--- src/rtl/core/u16tx_pkg.sv ---
// Shared types and constants of the 16550-style transmit register block.
// No dependencies; imported by the top level.
package u16tx_pkg;

	typedef enum logic [1:0] {
		CMD_READ  = 2'd0,
		CMD_WRITE = 2'd1,
		CMD_TICK  = 2'd2
	} cmd_t;

	// word-spaced register map
	localparam logic [6:0] REG_THR_DLL = 7'h00;
	localparam logic [6:0] REG_IER_DLM = 7'h04;
	localparam logic [6:0] REG_FCR_IIR = 7'h08;
	localparam logic [6:0] REG_LCR     = 7'h0c;
	localparam logic [6:0] REG_MCR     = 7'h10;
	localparam logic [6:0] REG_LSR     = 7'h14;
	localparam logic [6:0] REG_USR     = 7'h7c;

	localparam logic [7:0] IIR_FIFO_ON  = 8'hC1;
	localparam logic [7:0] IIR_FIFO_OFF = 8'h01;
	localparam logic [7:0] LSR_THRE_TEMT = 8'h60;
	localparam logic [7:0] LSR_THRE      = 8'h20;

	localparam logic [11:0] SHIFT_IDLE = 12'hFFF;
	localparam logic [3:0]  MAX_FRAME_BITS = 4'd11;

	// LCR / MCR bit positions
	localparam int LCR_DLAB  = 7;
	localparam int LCR_BREAK = 6;
	localparam int LCR_STOP2 = 2;
	localparam int MCR_LOOP  = 4;

endpackage

--- src/rtl/core/u16tx_ram.sv ---
// Generic single-port-write, single-port-read RAM with registered read data.
// No dependencies.
module u16tx_ram #(
	parameter int WIDTH  = 8,
	parameter int DEPTH  = 16,
	parameter int ADDR_W = (DEPTH > 1) ? $clog2(DEPTH) : 1
) (
	input  logic              clk,
	input  logic              we,
	input  logic [ADDR_W-1:0] waddr,
	input  logic [WIDTH-1:0]  wdata,
	input  logic [ADDR_W-1:0] raddr,
	output logic [WIDTH-1:0]  rdata
);

	logic [WIDTH-1:0] mem [DEPTH];

	always_ff @(posedge clk) begin
		if (we) begin
			mem[waddr] <= wdata;
		end
		rdata <= mem[raddr];
	end

endmodule

--- src/rtl/core/uart_16550_transmit_registers.sv ---
// Top level: 16550-style UART transmitter behind word-spaced registers.
// Depends on u16tx_pkg and u16tx_ram.
//
// Channel   Dir  tdata                                   tuser
// s_axis    in   [6:0] reg_offset, [14:7] write_data     [1:0] command
// m_axis    out  [7:0] read_data, [8] tx_line, [9] busy  -
//
// Flow: one item per clock while results are taken; a result passes the input
// register, then the result register, before it is offered. All the work
// of an item is one pass of next-state logic between the two, writing the
// state registers and the transmit FIFO RAM in the same edge.
// Reset: asynchronous, active low; clears control state and registers.
// The FIFO RAM is not cleared: the count and pointer keep stale entries
// out of reach.
// Stalls: a held result only stops the input register when it is full
// too, so one further item is always taken while a result waits.
module uart_16550_transmit_registers
	import u16tx_pkg::*;
#(
	parameter int FIFO_DEPTH = 16
) (
	input  logic        clk,
	input  logic        arst_n,
	input  logic        s_axis_tvalid,
	output logic        s_axis_tready,
	input  logic [15:0] s_axis_tdata,  // [6:0] reg_offset, [14:7] write_data, [15] zero
	input  logic [1:0]  s_axis_tuser,  // [1:0] command
	output logic        m_axis_tvalid,
	input  logic        m_axis_tready,
	output logic [15:0] m_axis_tdata   // [7:0] read_data, [8] tx_line, [9] tx_busy
);

	localparam int PTR_W = (FIFO_DEPTH > 1) ? $clog2(FIFO_DEPTH) : 1;
	localparam int CNT_W = $clog2(FIFO_DEPTH + 1);
	localparam int SUM_W = CNT_W + 1;

	// ---- input register ----
	logic       valid_s1;
	logic [1:0] cmd_s1;
	logic [6:0] off_s1;
	logic [7:0] wdata_s1;

	// ---- result register ----
	logic       out_valid_q;
	logic [7:0] out_rdata_q;
	logic       out_line_q;
	logic       out_busy_q;

	logic advance;
	assign advance       = valid_s1 && (!out_valid_q || m_axis_tready);
	assign s_axis_tready = !valid_s1 || advance;

	always_ff @(posedge clk or negedge arst_n) begin
		if (!arst_n) begin
			valid_s1 <= 1'b0;
		end else if (s_axis_tready) begin
			valid_s1 <= s_axis_tvalid;
		end
	end

	always_ff @(posedge clk) begin
		if (s_axis_tready && s_axis_tvalid) begin
			cmd_s1   <= s_axis_tuser;
			off_s1   <= s_axis_tdata[6:0];
			wdata_s1 <= s_axis_tdata[14:7];
		end
	end

	// ---- architectural state ----
	logic [7:0]       dll_q, dlm_q, lcr_q;
	logic [3:0]       ier_q;
	logic             fifo_en_q;
	logic [4:0]       mcr_q;
	logic [CNT_W-1:0] cnt_q;
	logic [PTR_W-1:0] rp_q;
	logic [11:0]      shift_q;
	logic [3:0]       bits_q;
	logic [15:0]      baud_q;
	logic [3:0]       six_q;

	logic [7:0]       dll_nx, dlm_nx, lcr_nx;
	logic [3:0]       ier_nx;
	logic             fifo_en_nx;
	logic [4:0]       mcr_nx;
	logic [CNT_W-1:0] cnt_nx;
	logic [PTR_W-1:0] rp_nx;
	logic [11:0]      shift_nx;
	logic [3:0]       bits_nx;
	logic [15:0]      baud_nx;
	logic [3:0]       six_nx;
	logic [7:0]       rdata_nx;
	logic             push;

	// FIFO storage: head byte comes from the RAM, or from the bypass
	// register when the head was written in the previous cycle.
	logic [PTR_W-1:0] ram_raddr;
	logic [PTR_W-1:0] waddr;
	logic             ram_we;
	logic [7:0]       ram_rdata;
	logic             bypass_q;
	logic [7:0]       bypass_data_q;
	logic [7:0]       head;

	assign head = bypass_q ? bypass_data_q : ram_rdata;

	logic             dlab;
	logic [15:0]      divisor;
	logic [CNT_W-1:0] capacity;
	logic [SUM_W-1:0] wsum;
	logic [PTR_W-1:0] rp_inc;
	logic [7:0]       data_mask;
	logic [7:0]       frame_byte;

	assign dlab      = lcr_q[LCR_DLAB];
	assign divisor   = {dlm_q, dll_q};
	assign capacity  = fifo_en_q ? CNT_W'(FIFO_DEPTH) : CNT_W'(1);
	assign wsum      = SUM_W'(rp_q) + SUM_W'(cnt_q);
	assign waddr     = (wsum >= SUM_W'(FIFO_DEPTH)) ? PTR_W'(wsum - SUM_W'(FIFO_DEPTH))
	                                                : PTR_W'(wsum);
	assign rp_inc    = (rp_q == PTR_W'(FIFO_DEPTH - 1)) ? '0 : rp_q + 1'b1;
	// 5..8 data bits
	assign data_mask  = 8'hFF >> (2'd3 - lcr_q[1:0]);
	assign frame_byte = head & data_mask;

	always_comb begin
		dll_nx     = dll_q;
		dlm_nx     = dlm_q;
		lcr_nx     = lcr_q;
		ier_nx     = ier_q;
		fifo_en_nx = fifo_en_q;
		mcr_nx     = mcr_q;
		cnt_nx     = cnt_q;
		rp_nx      = rp_q;
		shift_nx   = shift_q;
		bits_nx    = bits_q;
		baud_nx    = baud_q;
		six_nx     = six_q;
		rdata_nx   = 8'h00;
		push       = 1'b0;

		case (cmd_t'(cmd_s1))
			CMD_READ: begin
				unique case (off_s1)
					REG_THR_DLL: rdata_nx = dlab ? dll_q : 8'h00;
					REG_IER_DLM: rdata_nx = dlab ? dlm_q : {4'h0, ier_q};
					REG_FCR_IIR: rdata_nx = fifo_en_q ? IIR_FIFO_ON : IIR_FIFO_OFF;
					REG_LCR:     rdata_nx = lcr_q;
					REG_MCR:     rdata_nx = {3'b000, mcr_q};
					REG_LSR: begin
						if (cnt_q != '0) begin
							rdata_nx = 8'h00;
						end else begin
							rdata_nx = (bits_q == 4'd0) ? LSR_THRE_TEMT : LSR_THRE;
						end
					end
					REG_USR:     rdata_nx = {7'h00, bits_q != 4'd0};
					default:     rdata_nx = 8'h00;
				endcase
			end
			CMD_WRITE: begin
				unique case (off_s1)
					REG_THR_DLL: begin
						if (dlab) begin
							dll_nx = wdata_s1;
						end else if (cnt_q < capacity) begin
							push   = 1'b1;
							cnt_nx = cnt_q + 1'b1;
						end
					end
					REG_IER_DLM: begin
						if (dlab) begin
							dlm_nx = wdata_s1;
						end else begin
							ier_nx = wdata_s1[3:0];
						end
					end
					REG_FCR_IIR: begin
						// enable change or clear bit empties the FIFO
						if ((wdata_s1[0] != fifo_en_q) || wdata_s1[2]) begin
							cnt_nx = '0;
							rp_nx  = '0;
						end
						fifo_en_nx = wdata_s1[0];
					end
					REG_LCR: lcr_nx = wdata_s1;
					REG_MCR: mcr_nx = wdata_s1[4:0];
					default: ;
				endcase
			end
			CMD_TICK: begin
				if (divisor != 16'd0) begin
					if ({1'b0, baud_q} + 17'd1 >= {1'b0, divisor}) begin
						baud_nx = '0;
						// baud period boundary
						if (bits_q != 4'd0) begin
							six_nx = six_q + 1'b1;
							if (six_nx == 4'd0) begin
								shift_nx = {1'b1, shift_q[11:1]};
								bits_nx  = bits_q - 1'b1;
							end
						end else if (cnt_q != '0) begin
							rp_nx    = rp_inc;
							cnt_nx   = cnt_q - 1'b1;
							shift_nx = (SHIFT_IDLE & ~{3'b000, data_mask, 1'b1})
							         | {3'b000, frame_byte, 1'b0};
							bits_nx  = 4'd6 + {2'b00, lcr_q[1:0]}
							         + (lcr_q[LCR_STOP2] ? 4'd2 : 4'd1);
							six_nx   = '0;
						end
					end else begin
						baud_nx = baud_q + 1'b1;
					end
				end
			end
			default: ;
		endcase
	end

	assign ram_we    = advance && push;
	assign ram_raddr = advance ? rp_nx : rp_q;

	u16tx_ram #(
		.WIDTH (8),
		.DEPTH (FIFO_DEPTH),
		.ADDR_W(PTR_W)
	) u_fifo_ram (
		.clk  (clk),
		.we   (ram_we),
		.waddr(waddr),
		.wdata(wdata_s1),
		.raddr(ram_raddr),
		.rdata(ram_rdata)
	);

	always_ff @(posedge clk or negedge arst_n) begin
		if (!arst_n) begin
			bypass_q <= 1'b0;
		end else begin
			bypass_q <= ram_we && (waddr == ram_raddr);
		end
	end

	always_ff @(posedge clk) begin
		bypass_data_q <= wdata_s1;
	end

	always_ff @(posedge clk or negedge arst_n) begin
		if (!arst_n) begin
			dll_q     <= '0;
			dlm_q     <= '0;
			lcr_q     <= '0;
			ier_q     <= '0;
			fifo_en_q <= 1'b0;
			mcr_q     <= '0;
			cnt_q     <= '0;
			rp_q      <= '0;
			shift_q   <= SHIFT_IDLE;
			bits_q    <= '0;
			baud_q    <= '0;
			six_q     <= '0;
		end else if (advance) begin
			dll_q     <= dll_nx;
			dlm_q     <= dlm_nx;
			lcr_q     <= lcr_nx;
			ier_q     <= ier_nx;
			fifo_en_q <= fifo_en_nx;
			mcr_q     <= mcr_nx;
			cnt_q     <= cnt_nx;
			rp_q      <= rp_nx;
			shift_q   <= shift_nx;
			bits_q    <= bits_nx;
			baud_q    <= baud_nx;
			six_q     <= six_nx;
		end
	end

	// ---- result register ----
	logic line_nx;
	// break forces low, loopback holds high, else shifter LSB
	assign line_nx = lcr_nx[LCR_BREAK] ? 1'b0 : (mcr_nx[MCR_LOOP] ? 1'b1 : shift_nx[0]);

	always_ff @(posedge clk or negedge arst_n) begin
		if (!arst_n) begin
			out_valid_q <= 1'b0;
		end else if (advance) begin
			out_valid_q <= 1'b1;
		end else if (m_axis_tready) begin
			out_valid_q <= 1'b0;
		end
	end

	always_ff @(posedge clk) begin
		if (advance) begin
			out_rdata_q <= rdata_nx;
			out_line_q  <= line_nx;
			out_busy_q  <= bits_nx != 4'd0;
		end
	end

	assign m_axis_tvalid = out_valid_q;
	assign m_axis_tdata  = {6'h00, out_busy_q, out_line_q, out_rdata_q};

`ifndef NO_ASSERTIONS
	a_cnt_cap: assert property (@(posedge clk) disable iff (!arst_n)
		cnt_q <= capacity || (fifo_en_q == 1'b0 && cnt_q == '0))
		else $error("FIFO count above capacity");

	a_frame_len: assert property (@(posedge clk) disable iff (!arst_n)
		bits_q <= MAX_FRAME_BITS)
		else $error("frame bit count out of range");

	a_take_when_empty: assert property (@(posedge clk) disable iff (!arst_n)
		!out_valid_q |-> s_axis_tready)
		else $error("input stalled with result register empty");

	a_idle_line: assert property (@(posedge clk) disable iff (!arst_n)
		(bits_q == 4'd0) |-> (shift_q == SHIFT_IDLE))
		else $error("shifter not idle with no frame in flight");
`endif

endmodule
--- config.mk ---
export PLATFORM = sky130hd
export DESIGN_NAME = uart_16550_transmit_registers
export DESIGN_NICKNAME = d
export VERILOG_FILES = /design/src/rtl/core/u16tx_pkg.sv /design/src/rtl/core/u16tx_ram.sv /design/src/rtl/core/uart_16550_transmit_registers.sv
export SDC_FILE = /design/constraint.sdc
export NUM_CORES = 1
export LEC_CHECK = 0
export ABC_AREA = 0
export CORE_MARGIN = 2
export CORE_UTILIZATION = 40
export CTS_CLUSTER_DIAMETER = 120
export DETAILED_ROUTE_END_ITERATION = 8
export DONT_BUFFER_PORTS = 1
export GPL_TIMING_DRIVEN = 0
export PLACE_DENSITY = 0.56
export SLEW_MARGIN = 0
export SYNTH_ARGS = -nofsm -noshare
export SYNTH_HDL_FRONTEND = slang
export SYNTH_SLANG_ARGS = --single-unit
--- constraint.sdc ---
create_clock -name clk -period 8.3 [get_ports clk]
set_clock_uncertainty 0.05 [all_clocks]
set_input_delay 1.66 -clock clk [delete_from_list [all_inputs] [get_ports clk]]
set_output_delay 1.66 -clock clk [all_outputs]
set_load 0.005 [all_outputs]
==> Implementation_results.wiki <==
{| class="wikitable"
! Metric !! Value
|-
| Run status || finished clean
|-
| EDFF count, synth || 155
|-
| Cells resized by post-CTS repair || 0
|-
| Number of nets with antenna violations after routing || 0
|-
| Met2 global-route usage || 0.303
|-
| Count of routing violations after the opening detailed-route iteration || 668
|-
| Clock-pin slew on the worst setup and hold paths || 0.06 ns
|-
| Shortest clock period the worst path allows after layout || 5.31 ns
|-
| Biggest area consumer among synthesized cells || edfxtp_1
|-
| Most area-consuming cells after synthesis || edfxtp_1 39%, dfrtp_1 15%, nand2_1 3.6%
|-
| Via-to-Cell Ratio || 5.59
|-
| First-pass GRT wire length || 48200 um
|-
| Final cycle utilization of the critical path || 0.640
|-
| Sum of net half-perimeters after detailed placement || 20900 um
|-
| Max Buffers Root-to-Sink || 3
|-
| Warnings, synthesis || 0
|-
| Post-CTS Repair Setup Buffers || 0
|-
| I/O pin count || 40
|-
| TritonCTS clock tree || yes
|-
| RSZ-0062 raised after global routing || false
|-
| Post-synth cell types || 73
|-
| Drc violations || 0
|-
| Fin util || 0.455
|-
| Via count of the first global-routing pass || 7974
|-
| Most utilized layer in the global route result || met2
|-
| Overall routed net length || 31100 um
|-
| Number of detailed-routing iterations run before antenna repair || 5
|-
| Reg area || 7040 um2
|-
| Chip height || 177 um
|-
| Number of placement rows || 63
|-
| Worst EP required || 8.66 ns
|-
| CP Data Arrival Time || 5.67 ns
|-
| Overall global routing resource usage || 0.203
|-
| Nets@finish || 1099
|-
| Type of the tightest min-delay check || flop to flop
|-
| Met1 Track Usage GR || 0.301
|-
| Clock latency on the worst-skew pair || 0.54 ns
|-
| Proportion of layout cells with a drive suffix above 1 || 0.134
|-
| Remaining global-route overflow || 0
|-
| Avg Cell Area, Syn || 11.9 um2
|-
| Worst reg2reg path depth || 19
|-
| Most instantiated flip-flop cell in the synthesis netlist || edfxtp_1
|-
| Worst slew margin || 0.160
|-
| GR met3 Demand/Resource || 0.0412
|-
| Number of synthesized register bits || 253
|-
| Area of combinational cells with multiple inputs || 4470 um2
|-
| Total Neg Setup Slack || 0 ns
|-
| Worst Setup Start Kind || flop
|-
| Cell area after technology mapping || 12000 um2
|-
| Placeable core area || 29600 um2
|-
| Power Dens Cells || 213 nW/um2
|-
| Setup crit end kind || flop
|-
| Initial Util || 0.404
|-
| Total of max-cap violations || 0
|-
| Count of H-tree levels built during CTS || 1
|-
| Number of pins with negative max-slew slack in the final report || 0
|-
| Leakage power || 0.00500 uW
|-
| Worst Setup Path Type || flop to flop
|-
| Buffers on Ports || 0
|-
| Die area || 31300 um2
|-
| Routed length per instance || 21.4 um
|-
| Maximum achievable frequency || 188 MHz
|-
| Overall die width || 177 um
|-
| Highest ir drop seen on vdd || 0.139 mV
|-
| Total clock buffers created by CTS || 28
|-
| Overall via count from detail_route || 8137
|-
| Number of standard cells after synthesis || 1008
|-
| Yosys top cell area share || 0.389
|-
| Clock Sink Count || 253
|-
| Count of final setup violators || 0
|-
| Final weighted congestion in routability-driven placement || 0.888
|-
| Depth of the worst hold-timing path || 2
|-
| Clock Root Buffer || clkbuf_16
|-
| Antenna violations before repair || 0
|-
| Hold buffer count at cts || 0
|-
| Worst Tran Pin Value || 1.26 ns
|-
| Maximum number of pins on one net before global-route repair || 83
|-
| Endpoints failing hold || 0
|-
| Synthesis-to-finish area growth || 12.6%
|-
| Sequential fraction of the synthesis area || 0.589
|-
| Largest fanout on the critical path || 10
|-
| Filler instances || 2679
|-
| Share of flip-flops with an asynchronous set or reset after synthesis || 0.324
|-
| Antenna Cells || 0
|}
==> stage by stage <==
stage | instance area [um2] | worst slack [ns] | total power (uW) | hold WS, ns | std cells
3_5_place_dp | 12500 | 3.04 | 1580 | 0.412 | 1403
6_report | 13500 | 2.99 | 2860 | 0.422 | 1455
3_3_place_gp | 12500 | 3.02 | 1570 | 0.403 | 1403
2_1_floorplan | 12000 | 4.26 | 1530 | 0.394 | 1013
5_1_grt | 13500 | 2.44 | 2950 | 0.432 | 1455
4_1_cts | 13500 | 2.98 | 2880 | 0.418 | 1455
==> final cells by class <==
cell class,instances,area share
multi-input combinational,670,0.332
buffer,53,0.0240
sequential,253,0.523
inverter,37,0.0107
clock inverter,13,0.00902
clock buffer,39,0.0648
tap,390,0.0363
==> path summary, 6_finish.rpt <==
kind	slack (ns)	end	start
max reg2reg	2.99	u_fifo_ram.rdata[2]	baud_q[0]
min	0.42	shift_q[6]	shift_q[6]
max in group asynchronous	7.22	shift_q[4]	arst_n
max	2.99	u_fifo_ram.rdata[2]	baud_q[0]
min reg2reg	0.42	shift_q[6]	shift_q[6]
min in group asynchronous	0.76	six_q[0]	arst_n
==> critical path, cell delays in order (launching register included) <==
cell,delay [ns]
dfrtp_1,0.44
and3_1,0.18
nand3_1,0.17
nor2_1,0.33
and3_1,0.30
nand3_1,0.18
nor2_1,0.15
xor2_1,0.23
ha_1,0.28
nand3_1,0.11
nor3_1,0.08
o311ai_1,0.16
nand4_1,0.33
nand2b_1,0.21
clkbuf_1,0.44
clkbuf_1,0.41
a21boi_0,0.18
o32ai_1,0.45
o32ai_1,0.21
a211o_1,0.29
==> synthesized netlist by cell type (18+ instances only) <==
cell type  number
mux2_2         32
o21ai_0        61
a21oi_1        42
dfrtp_1        70
ha_1           33
nand2_1       116
edfxtp_1      155
clkbuf_1       18
inv_1          34
nand3_1        26
and2_1         20
a211oi_1       22
a21boi_0       30
nor2_1         51
==> layout by cell type (no fill, tap or decap), types with 7 or more instances in the layout <==
master / netlist / final
nand3_1: 26 / 26
and3_1: 16 / 16
nor3_1: 13 / 13
a21boi_0: 30 / 30
o21ai_0: 61 / 61
buf_4: 12 / 12
dfxtp_1: 16 / 16
nand2_1: 116 / 116
a221oi_1: 11 / 11
dfrtp_1: 70 / 70
inv_1: 34 / 34
mux2_2: 32 / 32
edfxtp_1: 155 / 155
o32ai_1: 15 / 15
nand4_1: 7 / 7
a22oi_1: 7 / 7
a21oi_1: 42 / 42
nor2_1: 51 / 51
clkbuf_1: 18 / 21
xor2_1: 10 / 10
mux2i_1: 15 / 15
and2_1: 20 / 20
ha_1: 33 / 33
a22o_1: 9 / 9
buf_2: 15 / 15
a211o_1: 7 / 7
xnor2_1: 13 / 13
clkbuf_16: 0 / 33
buf_6: 8 / 8
dfstp_2: 12 / 12
a211oi_1: 22 / 22
a32oi_1: 9 / 9
nand2b_1: 15 / 15
o211ai_1: 9 / 9
==> flip-flops by register name (all words and copies together), names as in the netlist, 2 cells and up <==
name / count
cmd_s1: 2
ier_q: 4
out_rdata_q: 8
u_fifo_ram.rdata: 8
baud_q: 16
rp_q: 4
u_fifo_ram.mem: 128
wdata_s1: 8
mcr_q: 5
shift_q: 12
off_s1: 7
dll_q: 8
lcr_q: 8
cnt_q: 5
dlm_q: 8
six_q: 4
bypass_data_q: 8
bits_q: 4
==> metal layers <==
metal,wire (um),up-vias
met5,0,-
met4,607,0
met3,2030,42
met2,13700,220
met1,14700,4038
li1,-,3837
==> power breakdown <==
part | total, uW | internal [uW] | leakage, uW | switching (uW)
sequential | 1410 | 1370 | 0.00262 | 41.0
combinational | 147 | 56.2 | 0.00188 | 90.5
clock | 1310 | 796 | 0.000493 | 510
total | 2860 | 2220 | 0.00500 | 642
==> kinds of logic (layout without fill, tap and decap cells) <==
| kind of cell | count (synthesis) | count (layout) | share of synthesized area |
|---|---|---|---|
| adders and majority gates | 34 | 34 | 0.0362 |
| xor gates and xnor gates | 23 | 23 | 0.0169 |
| DFF | 253 | 253 | 0.589 |
| other | 1 | 6 | 0.000314 |
| buffers and inverters | 90 | 142 | 0.0391 |
| and+or+nand+nor | 295 | 295 | 0.122 |
| muxes | 47 | 47 | 0.0427 |
| AOI/OAI and AO/OA | 265 | 265 | 0.153 |
Power figures use the tool's default switching activity.
